### src/msq_pkg.sv
// Shared constants for the Markov step sequencer.
`timescale 1ns / 1ps

package msq_pkg;

    // Fixed field widths of the item payloads.
    localparam int STEP_W    = 3;
    localparam int JUMP_W    = 8;
    localparam int GATE_W    = 8;
    localparam int BYTE_W    = 8;

    // Configuration register file: eight rows of eight weight bytes.
    localparam int ROW_COUNT = 8;
    localparam int ROW_W     = ROW_COUNT * BYTE_W;
    localparam int CFG_IDX_W = 3;

    // Bit positions of the input fields inside tdata.
    localparam int CLK_POS   = 0;
    localparam int JUMP_POS  = 1;
    localparam int DRAW_POS  = JUMP_POS + JUMP_W;

    // Result payload width, padded to whole bytes.
    localparam int OUT_W     = ((STEP_W + GATE_W + 7) / 8) * 8;

endpackage

### src/msq_regs.sv
// Transition weight register file with one row read port.
`timescale 1ns / 1ps

module msq_regs
    import msq_pkg::*;
#(
    parameter int NUM_STEPS = 8
) (
    input  logic                 i_clk,
    input  logic                 i_rst_n,
    input  logic                 i_cfg_we,
    input  logic [CFG_IDX_W-1:0] i_cfg_idx,
    input  logic [ROW_W-1:0]     i_cfg_data,
    input  logic [STEP_W-1:0]    i_sel,
    output logic [ROW_W-1:0]     o_row
);

    localparam int SEL_W = (NUM_STEPS > 1) ? $clog2(NUM_STEPS) : 1;

    logic [ROW_W-1:0] r_rows [NUM_STEPS];

    // Rows reset to the identity: each step stays where it is.
    // Writes to rows that the step range never reaches are dropped.
    always_ff @(posedge i_clk) begin
        if (!i_rst_n) begin
            for (int r = 0; r < NUM_STEPS; r++) begin
                r_rows[r] <= ROW_W'({BYTE_W{1'b1}}) << (BYTE_W * r);
            end
        end else if (i_cfg_we && (int'(i_cfg_idx) < NUM_STEPS)) begin
            r_rows[i_cfg_idx[SEL_W-1:0]] <= i_cfg_data;
        end
    end

    // The current step always stays below the step count.
    assign o_row = r_rows[i_sel[SEL_W-1:0]];

endmodule

### src/msq_pick.sv
// Weighted next-step selection for one row of transition weights.
`timescale 1ns / 1ps

module msq_pick
    import msq_pkg::*;
#(
    parameter int NUM_STEPS   = 8,
    parameter int WEIGHT_BITS = 8,
    parameter int RAND_BITS   = 16
) (
    input  logic [ROW_W-1:0]     i_row,
    input  logic [RAND_BITS-1:0] i_draw,
    input  logic [STEP_W-1:0]    i_cur,
    output logic [STEP_W-1:0]    o_next
);

    localparam int SUM_W = WEIGHT_BITS + 3;
    localparam int CMP_W = SUM_W + RAND_BITS;
    localparam logic [SUM_W-1:0] FullScale = SUM_W'((1 << WEIGHT_BITS) - 1);

    logic [SUM_W-1:0] cum [NUM_STEPS];
    logic [SUM_W-1:0] sum;
    logic [SUM_W-1:0] total;
    logic [CMP_W-1:0] target;

    // Running sums of the weights, using the low bits of each byte.
    always_comb begin
        sum = '0;
        for (int k = 0; k < NUM_STEPS; k++) begin
            sum    = sum + SUM_W'(i_row[BYTE_W * k +: WEIGHT_BITS]);
            cum[k] = sum;
        end
    end

    // The stop bucket lifts the total to full scale when the row is short.
    assign total  = (sum < FullScale) ? FullScale : sum;
    assign target = CMP_W'(i_draw) * CMP_W'(total);

    // First bucket whose scaled running sum passes the target; the stop
    // bucket keeps the current step.
    always_comb begin
        o_next = i_cur;
        for (int k = NUM_STEPS - 1; k >= 0; k--) begin
            if ((CMP_W'(cum[k]) << RAND_BITS) > target) begin
                o_next = STEP_W'(k);
            end
        end
    end

endmodule

### src/markov_step_sequencer.sv
// Top level of the Markov step sequencer with stream channels.
//
// One input item is one sample tick: tdata carries clock_level in bit 0,
// jump_levels in bits 8:1 and random_draw from bit 9 up. On a rising edge
// of clock_level the step moves to a successor drawn from the current
// step's row of transition weights; a rising edge on a jump line then
// forces that step, the highest-numbered line winning. Every input item
// yields exactly one result item with the step and its gate.
// Weight rows are written through i_cfg_we / i_cfg_idx / i_cfg_data,
// one 64-bit row per index; the user must write them only while no
// item is in flight, as the block itself does not enforce it. An input
// item is taken by the input register; the row sum, one multiply and
// the compares sit in front of the result register, which also updates
// the step state. Throughput is one item per clock while results flow.
// Reset (synchronous, active low) empties both registers, returns the
// step to zero, clears the edge detectors and loads the identity rows.
// When the receiver stalls, the result holds and the input register
// still takes one more item; after that o_s_axis_tready drops until the
// result is taken.
`timescale 1ns / 1ps

module markov_step_sequencer
    import msq_pkg::*;
#(
    parameter int NUM_STEPS   = 8,
    parameter int WEIGHT_BITS = 8,
    parameter int RAND_BITS   = 16
) (
    input  logic                 i_clk,
    input  logic                 i_rst_n,
    // Input item: clock_level, jump_levels, random_draw, zero padding.
    input  logic                 i_s_axis_tvalid,
    output logic                 o_s_axis_tready,
    input  logic [((DRAW_POS + RAND_BITS + 7) / 8) * 8 - 1:0] i_s_axis_tdata,
    // Result item: current_step, gate_onehot, zero padding.
    output logic                 o_m_axis_tvalid,
    input  logic                 i_m_axis_tready,
    output logic [OUT_W-1:0]     o_m_axis_tdata,
    // Weight row writes.
    input  logic                 i_cfg_we,
    input  logic [CFG_IDX_W-1:0] i_cfg_idx,
    input  logic [ROW_W-1:0]     i_cfg_data
);

    // Input register.
    logic                 r_in_valid;
    logic                 r_in_clk;
    logic [JUMP_W-1:0]    r_in_jump;
    logic [RAND_BITS-1:0] r_in_draw;

    // Result register.
    logic                 r_out_valid;
    logic [STEP_W-1:0]    r_out_step;
    logic [GATE_W-1:0]    r_out_gate;

    // Sequencer state.
    logic [STEP_W-1:0]    r_step;
    logic                 r_clk_prev;
    logic [JUMP_W-1:0]    r_jump_prev;

    logic                 in_accept;
    logic                 advance;
    logic [ROW_W-1:0]     row;
    logic [STEP_W-1:0]    pick_step;
    logic [JUMP_W-1:0]    jump_rise;
    logic [STEP_W-1:0]    n_step;
    logic [GATE_W-1:0]    n_gate;

    // Handshake: the item moves on when the result register is free.
    assign advance         = r_in_valid && (!r_out_valid || i_m_axis_tready);
    assign o_s_axis_tready = !r_in_valid || advance;
    assign in_accept       = i_s_axis_tvalid && o_s_axis_tready;

    msq_regs #(
        .NUM_STEPS (NUM_STEPS)
    ) u_regs (
        .i_clk      (i_clk),
        .i_rst_n    (i_rst_n),
        .i_cfg_we   (i_cfg_we),
        .i_cfg_idx  (i_cfg_idx),
        .i_cfg_data (i_cfg_data),
        .i_sel      (r_step),
        .o_row      (row)
    );

    msq_pick #(
        .NUM_STEPS   (NUM_STEPS),
        .WEIGHT_BITS (WEIGHT_BITS),
        .RAND_BITS   (RAND_BITS)
    ) u_pick (
        .i_row  (row),
        .i_draw (r_in_draw),
        .i_cur  (r_step),
        .o_next (pick_step)
    );

    // Next step: clock edge draws a successor, then jump edges override.
    assign jump_rise = r_in_jump & ~r_jump_prev;

    always_comb begin
        n_step = r_step;
        if (r_in_clk && !r_clk_prev) begin
            n_step = pick_step;
        end
        for (int k = 0; k < NUM_STEPS; k++) begin
            if (jump_rise[k]) begin
                n_step = STEP_W'(k);
            end
        end
    end

    assign n_gate = r_in_clk ? (GATE_W'(1) << n_step) : '0;

    // Input register control.
    always_ff @(posedge i_clk) begin
        if (!i_rst_n) begin
            r_in_valid <= 1'b0;
        end else begin
            r_in_valid <= in_accept || (r_in_valid && !advance);
        end
    end

    // Input register payload.
    always_ff @(posedge i_clk) begin
        if (in_accept) begin
            r_in_clk  <= i_s_axis_tdata[CLK_POS];
            r_in_jump <= i_s_axis_tdata[JUMP_POS +: JUMP_W];
            r_in_draw <= i_s_axis_tdata[DRAW_POS +: RAND_BITS];
        end
    end

    // Sequencer state and result register control.
    always_ff @(posedge i_clk) begin
        if (!i_rst_n) begin
            r_out_valid <= 1'b0;
            r_step      <= '0;
            r_clk_prev  <= 1'b0;
            r_jump_prev <= '0;
        end else begin
            r_out_valid <= advance || (r_out_valid && !i_m_axis_tready);
            if (advance) begin
                r_step      <= n_step;
                r_clk_prev  <= r_in_clk;
                r_jump_prev <= r_in_jump;
            end
        end
    end

    // Result register payload.
    always_ff @(posedge i_clk) begin
        if (advance) begin
            r_out_step <= n_step;
            r_out_gate <= n_gate;
        end
    end

    assign o_m_axis_tvalid = r_out_valid;
    assign o_m_axis_tdata  = {{(OUT_W - STEP_W - GATE_W){1'b0}}, r_out_gate, r_out_step};

endmodule

### config.mk
export PLATFORM = sky130hd
export DESIGN_NAME = markov_step_sequencer
export DESIGN_NICKNAME = d
export VERILOG_FILES = /design/src/msq_pkg.sv /design/src/msq_regs.sv /design/src/msq_pick.sv /design/src/markov_step_sequencer.sv
export SDC_FILE = /design/constraint.sdc
export NUM_CORES = 1
export LEC_CHECK = 0
export ABC_AREA = 1
export BUFFER_PORTS_ARGS = -buffer_cell sky130_fd_sc_hd__buf_2
export CAP_MARGIN = 25
export CORE_ASPECT_RATIO = 2
export CORE_MARGIN = 2
export CORE_UTILIZATION = 34
export DETAILED_ROUTE_END_ITERATION = 12
export PLACE_DENSITY = 0.47
export SLEW_MARGIN = 10
export SYNTH_ARGS = -nofsm -noshare
export SYNTH_HDL_FRONTEND = slang
export SYNTH_SLANG_ARGS = --single-unit
### constraint.sdc
create_clock -name i_clk -period 19.19 [get_ports i_clk]
set_input_delay 2.8785 -clock i_clk [delete_from_list [all_inputs] [get_ports i_clk]]
set_output_delay 2.8785 -clock i_clk [all_outputs]
set_load 0.02 [all_outputs]
# Word level (Yosys, flattened, before mapping)
# Memories as Yosys holds them, arrays and structs flattened. A register that Yosys moved wholly into a read port is not among the register bits.
# Cells that the tools add are included.
# word_totals
ram_bits,512
elab_cells,73
out_inout_bits,18
in_bits,104
ff_bits,50
n_memories,1
# mem_list
memory,words,word_bits,rd,rd_ports_with_merged_regs,wr,line_no,source
u_regs.r_rows,8,64,1,1,8,msq_regs.sv:20,logic [ROW_W-1:0] r_rows [NUM_STEPS];
# classes
addsub,7
n_lt_le_gt_ge,9
n_mux,27
n_mul,1
n_bitwise,2
shifts,1
reduce_logical,15
# op_table
operator,n
27-bit > comparator,7
11-bit by 8-bit adder with 11-bit output,6
64-bit 2-to-1 mux,1
64-bit OR reduction,1
3-bit 2-to-1 mux,20
24-bit by 27-bit > comparator with 1-bit output,1
16-bit by 11-bit multiplier with 27-bit output,1
11-bit by 8-bit less-than comparator with 1-bit output (second input constant),1
11-bit 2-to-1 mux,1
8-bit by 8-bit adder with 9-bit output,1
8-bit bitwise AND,1
8-bit NOT,1
1-bit by 3-bit left shift with 8-bit output (first input constant),1
1-bit logical AND,5
1-bit zero test,5
1-bit 2-to-1 mux,5
1-bit logical OR,4

# Depth between registers and ports, before layout
# Gate-level depths: netlist of the first run.
# logic_depth
word_depth,30
depth_mapped,102
ltp_nobuf,97

# Cells and area by module
# Synthesis of the first run repeated with hierarchy kept, for this count alone.
# unflattened
cells_unflattened,4569
hier_area_um2,37420.9
# modules_own_cells
module,area_per_inst_um2,cells_each,instances,seq_area_each_um2
msq_regs,24910.1,2875,1,15374.7
msq_pick,10628.9,1535,1,0.0
markov_step_sequencer,1881.8,159,1,1361.3

# Least setup slack after synthesis of the first run
# Ideal clock, no wire load.
# synth_timing
path_kind,register to register
startpoint,reg (tool-made name)
endpoint,reg r_out_gate[0] (data pin)
t_arrival_ns,14.826
n_path_buf,5
setup_ns,0.257
synth_period_minus_slack_ns,15.082
path_stages_with_launch,87
slack_ns,4.108
required_ns,18.933
path_cell_list,dfxtp_1 > inv_1 > clkbuf_1 > clkbuf_1 > clkbuf_1 > clkbuf_1 > nor2_1 > o22ai_1 > nor2_1 > a31oi_1 > ha_1 > fa_1 > fa_1 > xor2_1 > ha_1 > a21oi_1 > nand2_1 > xor2_1 > (+51 left out) > a221o_1 > a211o_1 > inv_1 > o21ai_0 > nand3_1 > a21oi_1 > nand2_1 > nand2_1 > a21oi_1 > nand2_1 > o21ai_1 > nand2_1 > nand2_1 > nand2_1 > nand2_2 > inv_2 > nand2_1 > nor2_1
# synth_lines
item,line_no,source
to (signal assigned),markov_step_sequencer.sv:153,r_out_gate <= n_gate;
to (decl),markov_step_sequencer.sv:54,logic [GATE_W-1:0] r_out_gate;

==> flow_summary.json, run 1 <==
{
  "drive_gt1_frac": 0.09218,
  "start_util": 0.3435,
  "clock-sinks": 565,
  "dpl.cell_count": 5178,
  "grt-ovfl-total": 0,
  "fmax_mhz": 56.52,
  "crit_path_end_kind": "flop",
  "ctsLongestPathBuffers": 3,
  "ys.warnings.count": 0,
  "rr_worst_depth": 83,
  "yosysSeqAreaShare": 0.4833,
  "whs_ns": 0.4528,
  "highest_layer": "met5",
  "wirelength_microns": 110900,
  "place.gp.congestion": 0.8631,
  "synth.largest_area_cell": "edfxtp_1",
  "met2_length_microns": 61260,
  "cts_setup_buffers": 0,
  "io_buffers": 109,
  "cts_made_buffers": 53,
  "synth_top_area_frac": 0.4736,
  "path_class": "reg -> reg",
  "post-dp-hpwl_microns": 74600,
  "worstSkewPairLatency_ns": 0.64,
  "synth_ff_type": "edfxtp_1",
  "via_count": 26597,
  "syn_inst": 3825,
  "drc_errors": 0,
  "die_w_microns": 230.1,
  "worstPathArrival_ns": 18.08,
  "cpMostUsedCell": "nand2_1",
  "wl_met1_microns": 41610,
  "yosysUniqueCellTypes": 60,
  "place_area_sq_mm": 0.03698,
  "clock-root-buffer": "clkbuf_16",
  "hp-class": "reg -> reg",
  "wire_per_inst_microns": 21.03,
  "worstPathMaxFanout": 63,
  "core-area_sq_mm": 0.1012,
  "layoutNonFillerInstCount": 5275,
  "synth.cell_area_sq_mm": 0.03475,
  "dieArea_sq_mm": 0.1049,
  "finalMaxSlewViolations": 0,
  "hold_viol": 0,
  "grt_pass1_wl_microns": 166000,
  "setup_tns_ns": 0,
  "vias_per_cell": 5.042,
  "cts_resized": 0,
  "h-tree-depth": 2,
  "tightest_slew_ns": 0.9492,
  "drt-initial-drc-count": 1609,
  "grt_max_degree": 67,
  "dr_wl_met3_microns": 3353,
  "synth_area_leaders": "edfxtp_1 47%, nor2_1 11%, fa_1 7.6%",
  "area_growth_pct": 11.27,
  "grt_setup_unrepaired": "no",
  "ctsHoldBuffers": 0,
  "synth_most_common_cell": "nor2_1",
  "crit_cells": 83,
  "final_nets": 4312,
  "track_usage": 0.2113,
  "final_area_sq_mm": 0.03867,
  "finalCriticalPeriod_ns": 17.69,
  "cpPeakStageDelay_ns": 0.68,
  "crit_family": "adder cells",
  "fin_worst_skew_ns": 0.02395,
  "pin_count": 122,
  "nFillCells": 10338,
  "antenna_found_initial": 2,
  "cts_tree": "done",
  "setup_viol": 0,
  "synth-edff-count": 548,
  "slew_headroom": 0.3672,
  "synthArstFlopShare": 0,
  "status": "finished clean",
  "maxCapViolCount": 0,
  "rows": 165,
  "min_path_cells": 2,
  "cts.reportedPaths.clkPinSlew_ns": 0.07,
  "start_kind": "flop",
  "drt_pass1_iterations": 7,
  "required_ns": 19.58,
  "fp.dieH_microns": 456.1,
  "synth-seq-cells": 565,
  "slowest_stage": "o311ai_0",
  "ant_nets": 0,
  "avgSynthCellArea_sq_um": 9.085,
  "synthTopCellsByCount": "1,031 x nor2_1, 548 x edfxtp_1, 464 x nand2_1",
  "cp_num_buf_inv": 18,
  "period_share": 0.9220,
  "grt_pass1_vias": 27191
}
[path summary, 6_finish.rpt]
check | slack [ns] | endpoint | start
worst min register to register | 0.45 | r_jump_prev[4]$_SDFFE_PN0P_ | r_jump_prev[4]$_SDFFE_PN0P_
worst max-delay path | 1.50 | r_out_gate[0]$_SDFFCE_PP0P_ | flop
worst max register to register | 1.50 | r_out_gate[0]$_SDFFCE_PP0P_ | flop
worst min-delay path | 0.45 | r_jump_prev[4]$_SDFFE_PN0P_ | r_jump_prev[4]$_SDFFE_PN0P_
[flip-flops by register name, indices dropped and copies added (netlist names), named ones only]
register and cells:
r_clk_prev 1, r_out_step 3, r_in_jump 8, u_regs.r_rows 512, r_in_clk 1, r_in_valid 1
r_out_gate 8, r_jump_prev 8, o_m_axis_tvalid 1, r_step 3, r_in_draw 16
[through the flow]
step                      setup WS (ns)  utilization
after floorplan                   4.108            -
after global placement            1.329       0.3653
after detailed placement          1.431       0.3656
after CTS                         1.362       0.3822
after global routing             0.1917       0.3822
final                             1.496       0.3822
[tightest hold or removal path, stage by stage, from the launching register on]
cell and delay, ns:
dfxtp_1 0.30, inv_1 0.06, a21oi_1 0.05
[layer usage]
metal,GRT usage,vias to the layer above
met3,0.01548,206
met4,0.08655,2
met2,0.4137,599
li1,-,12696
met5,0,-
met1,0.2306,13094
[area by class of cell]
type	instances	area, sq um	area share
diodes	1	2.502	0.00006472
clock buffers	73	1433	0.03705
clock inverters	23	249.0	0.006439
inverters	468	1772	0.04582
multi-input cells	2631	15630	0.4042
flip-flops and latches	565	16800	0.4346
well taps	1336	1672	0.04323
repair buffers	178	1109	0.02867
[cells in the final DEF (no fill, tap or decap), types with 33 or more instances in the layout]
master / netlist / final
o22ai_1: 70 / 70
clkbuf_16: 0 / 54
xor2_1: 33 / 33
ha_1: 179 / 179
a21oi_1: 98 / 98
a31oi_1: 64 / 64
fa_1: 132 / 132
buf_4: 6 / 66
o21ai_0: 299 / 299
buf_2: 0 / 109
nor2_1: 1031 / 1030
nand2_1: 464 / 456
edfxtp_1: 548 / 548
nand3_1: 65 / 65
inv_1: 448 / 438
[cell families (layout without fill, tap and decap cells)]
kind of cell / after synthesis / after routing / synth area share
simple gates: 1675 / 1675 / 0.1990
buf+inv: 633 / 742 / 0.06917
compound gates: 579 / 579 / 0.09210
flops: 565 / 565 / 0.4833
fa+ha+maj: 311 / 311 / 0.1405
xor+xnor: 61 / 61 / 0.01581
other cells: 1 / 6 / 0.0001079
Power of run 1 is not shown: default switching activity piles up to over one toggle a cycle in this logic, so the estimate is an artifact.
==> run 2, diff against run 1 <==
- ABC_AREA: 1 -> default
==> flow_summary.json, run 2 <==
{
  "status": "finished clean",
  "worstReg2RegEnd": "r_out_gate[0]$_SDFFCE_PP0P_",
  "hold_viol": 0,
  "drive_gt1_frac": 0.2024,
  "antenna_found_initial": 15,
  "core-area_sq_mm": 0.1036,
  "start_kind": "flop",
  "clock-root-buffer": "clkbuf_16",
  "slew_headroom": 0.2943,
  "synth_area_leaders": "edfxtp_1 46%, and2_1 9.6%, mux4_2 8.1%",
  "drt-initial-drc-count": 1229,
  "holdPathEnd": "r_clk_prev$_SDFFE_PN0P_",
  "crit_path_end_kind": "flop",
  "h-tree-depth": 2,
  "synth-seq-cells": 565,
  "final_cell_mix": "548 x edfxtp_1, 545 x and2_1, 207 x inv_1",
  "cts.reportedPaths.clkPinSlew_ns": 0.06,
  "ys.warnings.count": 0,
  "layout_commonest_cell": "edfxtp_1",
  "min_path_cells": 2,
  "via_count": 23194,
  "worstPathArrival_ns": 18.71,
  "synth_top_area_frac": 0.4632,
  "start_util": 0.3428,
  "grt_pass1_vias": 25734,
  "synthArstFlopShare": 0,
  "required_ns": 19.63,
  "yosysUniqueCellTypes": 85,
  "synth_ff_type": "edfxtp_1",
  "hp-class": "reg -> reg",
  "rr_worst_depth": 68,
  "largest_register": "u_regs.r_rows",
  "area_growth_pct": 14.97,
  "cts_made_buffers": 54,
  "post-dp-hpwl_microns": 74430,
  "avgSynthCellArea_sq_um": 12.47,
  "worstPathMaxFanout": 16,
  "synthTopCellsByCount": "548 x edfxtp_1, 545 x and2_1, 207 x inv_1",
  "grt_pass1_wl_microns": 162000,
  "dieArea_sq_mm": 0.1072,
  "place_area_sq_mm": 0.03888,
  "maxCapViolCount": 0,
  "synth.cell_area_sq_mm": 0.03552,
  "ctsLongestPathBuffers": 3,
  "track_usage": 0.2052,
  "fin_worst_skew_ns": 0.01557,
  "fp.dieH_microns": 461.1,
  "yosysSeqAreaShare": 0.4728,
  "grt-ovfl-total": 0,
  "period_share": 0.9517,
  "cpMostUsedCell": "ha_1",
  "cts_tree": "done",
  "synth-edff-count": 548,
  "io_buffers": 109,
  "rows": 167,
  "slowest_stage": "or4_1",
  "finalMaxSlewViolations": 0,
  "worstSkewPairLatency_ns": 0.63,
  "final_area_sq_mm": 0.04084,
  "ant_nets": 0,
  "tightest_slew_ns": 1.058,
  "r2r_slack_ns": 0.93,
  "nFillCells": 10015,
  "reg_top3": "u_regs.r_rows x512, r_in_draw x16",
  "min_from": "r_clk_prev$_SDFFE_PN0P_",
  "synth_most_common_cell": "edfxtp_1",
  "die_w_microns": 232.6,
  "finalCriticalPeriod_ns": 18.26,
  "final_nets": 3490,
  "path_class": "reg -> reg",
  "drc_errors": 0,
  "synth.largest_area_cell": "edfxtp_1",
  "setup_viol": 0,
  "clock-sinks": 565,
  "pin_count": 122,
  "wire_per_inst_microns": 24.24,
  "largest_reg_flops": 512,
  "syn_inst": 2849,
  "vias_per_cell": 5.184,
  "place.gp.congestion": 0.8827,
  "cpPeakStageDelay_ns": 0.57,
  "fmax_mhz": 54.76,
  "drt_pass1_iterations": 5,
  "wirelength_microns": 108400,
  "grt_max_degree": 65
}
-- run 2: cell types whose count changed after synthesis, sizes merged, moves of 68 or more --
cell   change
mux4     +128
and2     +545
nand2    -348
o21ai    -242
inv      -253
o22ai     -68
nor2     -966
-- run 2: worst max-delay path by stage --
stage	start	end	slack, ns	depth (start not counted)
after CTS	flop	r_out_gate[3]$_SDFFCE_PP0P_	0.17	70
after global placement	flop	r_out_gate[0]$_SDFFCE_PP0P_	0.40	71
final	flop	r_out_gate[0]$_SDFFCE_PP0P_	0.93	68
after floorplan	flop	r_out_gate[0]$_SDFFCE_PP0P_	1.53	74
after detailed placement	flop	r_out_gate[6]$_SDFFCE_PN0P_	0.06	69
after global routing	flop	r_out_gate[2]$_SDFFCE_PP0P_	-0.05	73
-- run 2: layout make-up --
class	count	area, sq um	area share
multi-input cells	1933	17590	0.4307
flip-flops and latches	565	16810	0.4115
repair buffers	312	2145	0.05251
well taps	1352	1692	0.04142
clock buffers	60	1374	0.03364
inverters	209	784.5	0.01921
clock inverters	39	436.7	0.01069
diodes	4	10.01	0.0002451
-- run 2: cells by family (layout without fill, tap and decap cells) --
group | Yosys count | after routing | synth area share
fa+ha+maj | 320 | 320 | 0.1400
mux | 196 | 196 | 0.1024
simple gates | 1009 | 1009 | 0.1612
xor+xnor | 83 | 83 | 0.02251
buf+inv | 355 | 620 | 0.03822
other cells | 1 | 9 | 0.0001056
compound gates | 320 | 320 | 0.06277
flops | 565 | 565 | 0.4728
-- run 2: worst max-delay path, delay by kind of cell, from the launching register on --
kind	cells	cell delay [ns]
adders and majority gates	14	5.73
AOI/OAI and AO/OA	17	4.58
and+or+nand+nor	18	3.37
buffers and inverters	11	1.60
xor gates and xnor gates	5	1.24
muxes	3	1.01
DFF	1	0.49
-- run 2: stage by stage --
step	TNS [ns]	worst slack (ns)	cells	util	hold slack [ns]
final	0	0.9274	4474	0.3941	0.4623
after global routing	-0.1215	-0.04716	4472	0.3940	0.4864
after CTS	0	0.1661	4461	0.3927	0.4630
after detailed placement	0	0.06391	4362	0.3752	0.4545
after global placement	0	0.4013	4362	0.3752	0.4473
after floorplan	0	1.529	2853	-	0.4383
-- run 2: what timing repair did --
item,in CTS,in global routing
hold buffers,0,0
setup endpoints to repair,1,17
pin swaps,0,1
resized for setup,1,16
setup buffers,0,9
-- run 2: per-layer routing --
layer	up-vias	GRT usage	part of all wire
li1	10615	-	-
met1	11838	0.2173	0.36
met2	506	0.4012	0.56
met3	215	0.02532	0.036
met4	20	0.08437	0.045
met5	-	0	0.0012
Power of run 2 is left out for the same reason.
==> run 3, diff against run 2 <==
- CORE_ASPECT_RATIO: 2 -> default
- SYNTH_HIERARCHICAL: default -> 1
==> flow_summary.json, run 3 <==
{
  "crit_path_end_kind": "flop",
  "largest_register": "u_regs/r_rows",
  "synth_most_common_cell": "edfxtp_1",
  "final_cell_mix": "548 x edfxtp_1, 456 x and3_1, 199 x inv_1",
  "avgSynthCellArea_sq_um": 12.52,
  "place.gp.congestion": 0.8579,
  "cts.reportedPaths.clkPinSlew_ns": 0.06,
  "drt_pass1_iterations": 7,
  "cts_made_buffers": 67,
  "ys.warnings.count": 6,
  "maxCapViolCount": 0,
  "synth-edff-count": 548,
  "path_class": "reg -> reg",
  "area_growth_pct": 12.87,
  "period_share": 0.9446,
  "ant_nets": 0,
  "synth.largest_area_cell": "edfxtp_1",
  "hold_viol": 0,
  "fin_worst_skew_ns": 0.02483,
  "setup_tns_ns": 0,
  "start_util": 0.3431,
  "crit_family": "adder cells",
  "cpMostUsedCell": "ha_1",
  "wire_per_inst_microns": 23.41,
  "reg_top3": "u_regs/r_rows x512, r_in_draw x16",
  "cpPeakStageDelay_ns": 0.59,
  "via_count": 23421,
  "clock-sinks": 562,
  "final_area_sq_mm": 0.04008,
  "hp-class": "reg -> reg",
  "slowest_stage": "fa_1",
  "largest_reg_flops": 512,
  "drive_gt1_frac": 0.1824,
  "fin_ws_ns": 1.063,
  "finalCriticalPeriod_ns": 18.13,
  "status": "finished clean",
  "final_nets": 3317,
  "io_buffers": 109,
  "synth_top_area_frac": 0.4635,
  "place_area_sq_mm": 0.03763,
  "syn_inst": 2835,
  "track_usage": 0.1890,
  "start_kind": "flop",
  "rows": 118,
  "synth_area_leaders": "edfxtp_1 46%, mux4_2 8.1%, and3_1 8.1%",
  "vias_per_cell": 5.402,
  "ctsLongestPathBuffers": 3,
  "h-tree-depth": 3,
  "post-dp-hpwl_microns": 64620,
  "post-place-ws_ns": 0.007935,
  "grt_setup_unrepaired": "no",
  "tightest_slew_ns": 1.071,
  "wirelength_microns": 101500,
  "cts_tree": "done",
  "grt-ovfl-total": 0,
  "fp.dieH_microns": 327.2,
  "drc_errors": 0,
  "synthArstFlopShare": 0,
  "die_w_microns": 327.2,
  "ctsHoldBuffers": 0,
  "clock-root-buffer": "clkbuf_16",
  "required_ns": 19.61,
  "synth_ff_type": "edfxtp_1",
  "worstPathArrival_ns": 18.55,
  "setup_viol": 0,
  "grt_pass1_vias": 24755,
  "worstSkewPairLatency_ns": 0.64,
  "synth-seq-cells": 562,
  "yosysUniqueCellTypes": 99,
  "fmax_mhz": 55.17,
  "dieArea_sq_mm": 0.1070,
  "grt_max_degree": 112,
  "slew_headroom": 0.2862,
  "synth.cell_area_sq_mm": 0.03551,
  "cp_num_buf_inv": 7,
  "drt-initial-drc-count": 1501,
  "finalMaxSlewViolations": 0,
  "core-area_sq_mm": 0.1035,
  "yosysSeqAreaShare": 0.4714,
  "pin_count": 122,
  "synthTopCellsByCount": "548 x edfxtp_1, 457 x and3_1, 199 x inv_1",
  "antenna_found_initial": 13,
  "grt_pass1_wl_microns": 152900,
  "worstPathMaxFanout": 10,
  "layout_commonest_cell": "edfxtp_1"
}
## run 3: changes by cell type after synthesis, moves of 8 or more
cell	before	now
and3_1	10	457
clkbuf_1	112	141
buf_2	5	26
xnor2_1	52	68
buf_6	0	11
nand2b_1	45	24
inv_1	207	199
mux2_2	58	66
buf_1	24	2
a21o_1	35	25
or3_1	58	68
and2_1	545	92
a21oi_1	71	63
## run 3: cell families after synthesis
logic type                 after synthesis  synth area share
adders and majority gates              321            0.1403
AOI/OAI and AO/OA                      281           0.05494
buffers and inverters                  392           0.04553
DFF                                    562            0.4714
muxes                                  202            0.1047
xor gates and xnor gates                95           0.02580
and+or+nand+nor                        981            0.1573
other                                    1         0.0001056
## run 3: repair_timing
action                                  CTS  global route
pin swaps                                 0             1
endpoints found under the setup margin    5            14
resized for setup                         2            26
setup buffers                             0             6
## run 3: cell type report
cell class                      instances  area, sq um
Tap cell                             1380         1727
Inverter                              204        768.2
Fill cell                            9829        63420
Multi-Input combinational cell       1885        17440
Timing Repair Buffer                  183         1221
Clock buffer                           84         1772
Antenna cell                            1        2.502
Sequential cell                       562        16750
Clock inverter                         37        399.1
## run 3: worst register-to-register path, delay by kind of cell, from the launching register on
family                   cells  cell delay [ns]
flip-flops                   1             0.48
XOR/XNOR                     9             1.94
adder cells (fa/ha/maj)     16             6.21
multiplexers                 4             1.29
buffers and inverters        7             0.75
AO/OA/AOI/OAI               22             4.51
AND/OR/NAND/NOR             14             2.71
## run 3: metal layers
metal / vias to the layer above / share of wire / GRT usage
li1: 10610 / - / -
met1: 12054 / 0.43 / 0.2420
met2: 556 / 0.51 / 0.3338
met3: 183 / 0.039 / 0.02586
met4: 18 / 0.025 / 0.05315
met5: - / 0.0010 / 0
## run 3: per-stage QoR
step / instances / hold WS [ns] / util
floorplan: 2839 / 0.4303 / -
global placement: 4203 / 0.4365 / 0.3629
detailed placement: 4206 / 0.4563 / 0.3636
CTS: 4327 / 0.4634 / 0.3847
global route: 4336 / 0.4886 / 0.3872
finish: 4336 / 0.4609 / 0.3872
## run 3: final timing paths
check                                            startpoint                          end  slack (ns)  depth (start not counted)
worst max-delay path                 r_step[0]$_SDFFE_PN0P_  r_out_gate[1]$_SDFFCE_PP0P_        1.06                         72
worst min-delay path            r_jump_prev[5]$_SDFFE_PN0P_  r_jump_prev[5]$_SDFFE_PN0P_        0.46                          2
worst min register to register  r_jump_prev[5]$_SDFFE_PN0P_  r_jump_prev[5]$_SDFFE_PN0P_        0.46                          2
worst max register to register       r_step[0]$_SDFFE_PN0P_  r_out_gate[1]$_SDFFCE_PP0P_        1.06                         72
Power of run 3 is left out for the same reason.
